[src/rtl/qwls_pkg.sv]
package qwls_pkg;

  // Character codes that steer the splitter.
  localparam logic [7:0] ChHash   = 8'h23;
  localparam logic [7:0] ChSQuote = 8'h27;
  localparam logic [7:0] ChDQuote = 8'h22;
  localparam logic [7:0] ChBslash = 8'h5c;
  localparam logic [7:0] ChSpace  = 8'h20;
  localparam logic [7:0] ChTab    = 8'h09;

  // Parse modes, one-hot.
  typedef enum logic [4:0] {
    MODE_SKIP    = 5'b00001,
    MODE_BARE    = 5'b00010,
    MODE_SQ      = 5'b00100,
    MODE_DQ      = 5'b01000,
    MODE_COMMENT = 5'b10000
  } mode_t;

  // One result transaction as held in the output queue.
  typedef struct packed {
    logic [7:0] out_char;
    logic       has_char;
    logic       word_end;
    logic       line_end;
    logic       bad_line;
    logic       last_of_item;
  } result_t;

  localparam result_t ResultNone = '0;

endpackage

[src/rtl/quoted_word_line_splitter.sv]
// Quoted-word line splitter. Feed one character per input transaction and
// close the line with a transaction that has end_of_line set; each input
// yields zero, one or two result transactions (word characters, word-end
// marks, and exactly one line-end result per line), with last_of_item on
// the final result of each input. The parse state is updated in the cycle
// an input is accepted and its results go straight into a four-entry output
// queue, so one input is taken per cycle while the queue holds at most two
// results; results leave at one per cycle while out_ready is high, so the two
// results of a two-result input leave one after the other.
module quoted_word_line_splitter
  import qwls_pkg::*;
(
  input  logic       clk,
  input  logic       rst,
  input  logic       in_valid,
  output logic       in_ready,
  input  logic [7:0] char_code,
  input  logic       end_of_line,
  output logic       out_valid,
  input  logic       out_ready,
  output logic [7:0] out_char,
  output logic       has_char,
  output logic       word_end,
  output logic       line_end,
  output logic       bad_line,
  output logic       last_of_item
);

  localparam int QDepth = 4;
  localparam int CntW   = $clog2(QDepth + 1);

  mode_t             mode, mode_next;
  logic              esc, esc_next;
  result_t           queue [QDepth];
  result_t           queue_next [QDepth];
  logic [CntW-1:0]   count, count_next;
  logic [CntW-1:0]   base;
  logic [1:0]        n_res;
  result_t           res0, res1;
  logic              accept, pop, blank, is_quote;
  logic [7:0]        quote_ch;

  assign accept   = in_valid && in_ready;
  assign pop      = out_valid && out_ready;
  assign in_ready = (count <= CntW'(QDepth - 2));

  // Decode one input against the parse state.
  always_comb begin
    blank     = (char_code == ChSpace) || (char_code == ChTab);
    quote_ch  = (mode == MODE_SQ) ? ChSQuote : ChDQuote;
    is_quote  = (char_code == quote_ch);
    mode_next = mode;
    esc_next  = esc;
    n_res     = 2'd0;
    res0      = ResultNone;
    res1      = ResultNone;
    if (end_of_line) begin
      n_res         = 2'd1;
      res0.line_end = 1'b1;
      res0.word_end = (mode == MODE_BARE) || (mode == MODE_SQ) || (mode == MODE_DQ);
      res0.bad_line = (mode == MODE_SQ) || (mode == MODE_DQ);
      mode_next     = MODE_SKIP;
      esc_next      = 1'b0;
    end else begin
      unique case (mode)
        MODE_BARE: begin
          n_res = 2'd1;
          if (blank) begin
            res0.word_end = 1'b1;
            mode_next     = MODE_SKIP;
          end else begin
            res0.out_char = char_code;
            res0.has_char = 1'b1;
          end
        end
        MODE_SQ, MODE_DQ: begin
          if (is_quote) begin
            n_res = 2'd1;
            if (esc) begin
              res0.out_char = char_code;
              res0.has_char = 1'b1;
              esc_next      = 1'b0;
            end else begin
              res0.word_end = 1'b1;
              mode_next     = MODE_SKIP;
            end
          end else if (char_code == ChBslash) begin
            esc_next = 1'b1;
          end else if (esc) begin
            n_res         = 2'd2;
            res0.out_char = ChBslash;
            res0.has_char = 1'b1;
            res1.out_char = char_code;
            res1.has_char = 1'b1;
            esc_next      = 1'b0;
          end else begin
            n_res         = 2'd1;
            res0.out_char = char_code;
            res0.has_char = 1'b1;
          end
        end
        MODE_COMMENT: begin
          mode_next = MODE_COMMENT;
        end
        default: begin
          // Between words.
          mode_next = MODE_SKIP;
          if (blank) begin
            mode_next = MODE_SKIP;
          end else if (char_code == ChHash) begin
            mode_next = MODE_COMMENT;
          end else if (char_code == ChSQuote) begin
            mode_next = MODE_SQ;
          end else if (char_code == ChDQuote) begin
            mode_next = MODE_DQ;
          end else begin
            mode_next     = MODE_BARE;
            n_res         = 2'd1;
            res0.out_char = char_code;
            res0.has_char = 1'b1;
          end
        end
      endcase
    end
    res0.last_of_item = (n_res == 2'd1);
    res1.last_of_item = 1'b1;
  end

  // Output queue: head in entry 0, shift on pop, append new results behind.
  always_comb begin
    for (int i = 0; i < QDepth; i++) begin
      if (pop && (i < QDepth - 1)) begin
        queue_next[i] = queue[i+1];
      end else begin
        queue_next[i] = queue[i];
      end
    end
    base = pop ? (count - CntW'(1)) : count;
    if (accept) begin
      for (int i = 0; i < QDepth; i++) begin
        if ((n_res != 2'd0) && (CntW'(i) == base)) begin
          queue_next[i] = res0;
        end
        if ((n_res == 2'd2) && (CntW'(i) == base + CntW'(1))) begin
          queue_next[i] = res1;
        end
      end
    end
    count_next = base + (accept ? CntW'(n_res) : CntW'(0));
  end

  // State and queue registers.
  always_ff @(posedge clk) begin
    if (rst) begin
      mode  <= MODE_SKIP;
      esc   <= 1'b0;
      count <= '0;
    end else begin
      if (accept) begin
        mode <= mode_next;
        esc  <= esc_next;
      end
      count <= count_next;
    end
    for (int i = 0; i < QDepth; i++) begin
      queue[i] <= queue_next[i];
    end
  end

  // Head of the queue drives the result ports.
  assign out_valid    = (count != '0);
  assign out_char     = queue[0].out_char;
  assign has_char     = queue[0].has_char;
  assign word_end     = queue[0].word_end;
  assign line_end     = queue[0].line_end;
  assign bad_line     = queue[0].bad_line;
  assign last_of_item = queue[0].last_of_item;

endmodule

[config.mk]
export PLATFORM = sky130hd
export DESIGN_NAME = quoted_word_line_splitter
export DESIGN_NICKNAME = d
export VERILOG_FILES = /design/src/rtl/qwls_pkg.sv /design/src/rtl/quoted_word_line_splitter.sv
export SDC_FILE = /design/constraint.sdc
export NUM_CORES = 1
export LEC_CHECK = 0
export CELL_PAD_IN_SITES_DETAIL_PLACEMENT = 1
export CELL_PAD_IN_SITES_GLOBAL_PLACEMENT = 1
export CORE_ASPECT_RATIO = 0.6
export CORE_MARGIN = 2
export CORE_UTILIZATION = 30
export CTS_CLUSTER_SIZE = 16
export DETAILED_ROUTE_END_ITERATION = 16
export DONT_BUFFER_PORTS = 1
export PLACE_DENSITY = 0.54
export SETUP_SLACK_MARGIN = 0.3
export SLEW_MARGIN = 0
export SYNTH_ARGS = -nofsm -noshare
export SYNTH_HDL_FRONTEND = slang
export SYNTH_SLANG_ARGS = --single-unit
[constraint.sdc]
create_clock -name clk -period 4 [get_ports clk]
set_input_delay 0.2 -clock clk [delete_from_list [all_inputs] [get_ports clk]]
set_output_delay 0.2 -clock clk [all_outputs]
set_load 0.01 [all_outputs]
# --- Yosys cells after proc, flatten, opt, wreduce, memory -nomap -nowiden ---
# Memory sizes are Yosys's and may differ from the RTL's.
# Index checks and enable logic that the tools add are counted.
# Widths: inputs -> output; s select.
word_totals:
  reg_bits: 9
  mem_bits_rw: 52
  inputBits: 13
  output_inout_bits: 15
  word_cells: 110
  memories: 1
classes:
  addsub: 3
  order_cmp: 1
  eq_ne: 22
  mux: 58
  reduce_logical: 22
mem_list:
  columns: ["memory", "words", "word_bits", "read_ports", "rd_clocked_by_memory_dff", "wr", "line_no", "text"]
  rows:
  - ["queue", 4, 13, 4, 0, 4, "quoted_word_line_splitter.sv:34", "result_t queue [QDepth];"]
op_table:
  columns: ["cell", "count"]
  rows:
  - ["$mux 13", 11]
  - ["$mux 9", 14]
  - ["$mux 52", 1]
  - ["$mux 5", 7]
  - ["$eq 8x6->1 const B", 4]
  - ["$pmux 9 s3", 1]
  - ["$pmux 5 s3", 1]
  - ["$eq 2x3->1 const A", 4]
  - ["$mux 1", 12]
  - ["$mux 2", 6]
  - ["$logic_and 1x1->1", 10]
  - ["$ne 3x3->1 const B", 3]
  - ["$eq 8x4->1 const B", 1]
  - ["$eq 8x6->1", 1]
  - ["$eq 8x7->1 const B", 1]
  - ["$eq 1x3->1 const A", 2]
  - ["$logic_not 3->1", 2]
  - ["$mux 3", 2]
  - ["$pmux 2 s3", 1]
  - ["$eq 5x2->1 const B", 1]
  - ["$eq 5x3->1 const B", 1]
  - ["$eq 5x4->1 const B", 1]
  - ["$eq 5x5->1 const B", 1]
  - ["$logic_or 1x1->1", 4]
  - ["13 further kinds", 14]

# --- Logic depth before layout (Yosys ltp) ---
depth:
  ltp_word: 12
  mapped_depth: 13
  ltp_nobuf: 12

# --- Least setup slack after synthesis ---
# Ideal clock, no wire load.
synth_path:
  path_kind: "reg-to-reg"
  start: "register count[0] (netlist name)"
  end: "memory queue[3][0] (netlist name), enable pin"
  setup_ns: 0.387
  arrival_ns: 2.695
  required_ns: 3.613
  setup_slack_ns: 0.917
  path_stages_with_launch: 12
  path_buffers: 1
  synth_period_minus_slack_ns: 3.083
  path_cell_list: "dfxtp_1 inv_1 ha_1 nand2b_1 nand2_1 or3_1 o21ai_0 ha_1 and3_1 clkbuf_1 inv_1 a21oi_1"
synth_rtl:
  columns: ["item", "line_no"]
  rows:
  - ["to (decl)", "quoted_word_line_splitter.sv:34"]

==> flow_metrics.tcl <==
set metrics [dict create \
    status "completed" \
    synth_nets 404 \
    dr.first_iter.drc_count 207 \
    clkSinkCount 61 \
    dp_hpwl_um 9110 \
    grt_pass1_wl_um 19600 \
    grt_setup_unrepaired "no" \
    clk_path_buf_depth 2 \
    hold_viol 0 \
    post-route-drc-count 0 \
    drive_gt1_frac 0.124 \
    synth_top_area_frac 0.272 \
    dpl-instance-area_mm2 0.00370 \
    synth_seq_area_share 0.382 \
    synth-edff-count 13 \
    cts_tree "built" \
    power.switching_mw 1.18 \
    synth.top_cells.by_count "48 x dfxtp_1, 37 x nand2_1, 29 x mux2i_1, 20 x nor2_1" \
    cts_root_buf "clkbuf_16" \
    cp_max_fo 10 \
    leakage_nw 1.43 \
    synth_area_leader_cell "dfxtp_1" \
    cts.repair.resized 0 \
    path_class "reg2reg" \
    cts_setup_buffers 0 \
    track_usage 0.211 \
    switching_share 0.395 \
    avgViaCountPerCell 5.72 \
    nNetsFinal 402 \
    cts_hold_buf 4 \
    tns_ns 0 \
    p_clk_frac 0.244 \
    synthArstFlopShare 0 \
    power.density_mw_per_mm2 744 \
    yosys_register_bits 61 \
    fin_util 0.353 \
    grt_pass1_vias 3224 \
    finalInstanceArea_mm2 0.00402 \
    intPower_mw 1.81 \
    clock_skew_ns 0.00493 \
    gp_congestion 0.857 \
    cap_violations 0 \
    worstMarginPinSlew_ns 0.765 \
    synth.distinct_cells 64 \
    die-area_mm2 0.0127 \
    ir_drop_mv 0.289 \
    antenna_found_initial 0 \
    coreArea_mm2 0.0114 \
    ioPinCount 28 \
    row_count 30 \
    p_seq_frac 0.355 \
    clock.fmax_mhz 300 \
    holdCritPathClass "in2reg" \
    netlist_instances 385 \
    die_x_um 144 \
    cp_data_arrival_time_ns 3.58 \
    startpoint_type "flop" \
    start_util 0.311 \
    maxSlewHeadroom 0.488 \
    ys.flop_type "dfxtp_1" \
    slew_violations 0 \
    area.growth.synth_to_final_pct 13.7 \
    finalWirelength_um 12300 \
    cp.required_ns 4.25 \
    dr.pass1.iters 4 \
    pwr-share-comb 0.401 \
    avgSynthCellArea_um2 9.18 \
    syn_area_mm2 0.00353 \
    ant_nets 0 \
    overflow 0 \
    ys_warn_count 0 \
    synth.area.top_cells "dfxtp_1 27%, edfxtp_1 11%, mux2i_1 8.2%" \
    h-tree-depth 3 \
    diodes 0 \
    post-route-period-util 0.834 \
    wl_per_cell_um 22.4 \
    synth.most_common_cell "dfxtp_1" \
    grt_max_degree 25 \
    min_period_ns 3.34 \
    clk_pin_slew_ns 0.05 \
    cts_made_buffers 9 \
    clkLatencyLatePin_ns 0.33 \
    vias 3134 \
    numPortBuffers 0 \
    end_kind "flop" \
    setup-violations-final 0 \
    dieHeight_um 88.1 \
]
## worst paths after layout
kind	startpoint	end	slack, ns	depth (start not counted)
setup / recovery	count[0]$_SDFF_PP0_	queue[0][9]$_DFF_P_	0.66	12
hold / removal	char_code[4]	queue[1][9]$_DFF_P_	0.02	2
setup reg to reg	count[0]$_SDFF_PP0_	queue[0][9]$_DFF_P_	0.66	12
hold reg to reg	queue[2][4]$_DFF_P_	queue[2][4]$_DFF_P_	0.48	2
## cell usage in the layout (no fill, tap or decap), drive strengths merged, types with 13 or more instances in the layout
cell type  count
nor3          15
a21oi         19
o22ai         16
mux2i         29
nor2          21
clkbuf        13
o21ai         14
edfxtp        13
nand2         39
dfxtp         48
## worst max-delay path, stage by stage (launching register included)
cell,delay (ns)
dfxtp_1,0.38
inv_1,0.16
ha_1,0.25
nand2b_1,0.17
nand2_1,0.14
or3_1,0.34
o21ai_0,0.19
ha_1,0.22
nand2_1,0.06
nor3_2,0.24
nand2_1,0.35
a21o_1,0.46
a32oi_1,0.27
## layer usage
metal  wire length (um)  track usage
met2               4850        0.284
met4                 76       0.0561
met1               6430        0.322
met3                919       0.0612
met5                  0            0
## flip-flops by register name, summed over array words and instances (netlist names)
signal,cells
count,3
esc,1
queue,52
mode,5
## power by group through the flow
stage               sequential (mW)  clock [mW]  combinational (mW)
global placement               1.06           0                1.15
floorplan                      1.01           0               0.912
CTS                            1.06       0.752                1.20
detailed placement             1.07           0                1.19
finish                         1.06       0.730                1.20
global route                   1.09       0.779                1.34
## metrics by stage
step / power [mW] / setup slack (ns) / hold WS (ns) / std cells
finish: 2.99 / 0.665 / 0.0195 / 548
CTS: 3.01 / 0.737 / 0.0100 / 548
floorplan: 1.92 / 0.917 / 0.386 / 385
detailed placement: 2.26 / 0.751 / 0.277 / 528
global route: 3.21 / 0.382 / 0.0165 / 548
global placement: 2.22 / 0.903 / 0.275 / 528
## area by class of cell
type	instances	area [um^2]
flip-flops and latches	61	1350
inverters	8	30.0
clock buffers	13	260
multi-input cells	289	2040
well taps	160	200
repair buffers	14	115
clock inverters	3	20.0
fillers	1334	7360
## cell families (layout without fill, tap and decap cells)
family / after synthesis / count (layout) / share of synthesized area
and+or+nand+nor: 127 / 127 / 0.194
muxes: 30 / 30 / 0.0853
buffers and inverters: 35 / 38 / 0.0404
AOI/OAI and AO/OA: 122 / 122 / 0.264
xor gates and xnor gates: 4 / 4 / 0.00992
DFF: 61 / 61 / 0.382
adders and majority gates: 6 / 6 / 0.0234
(Power assumes the default switching activity.)
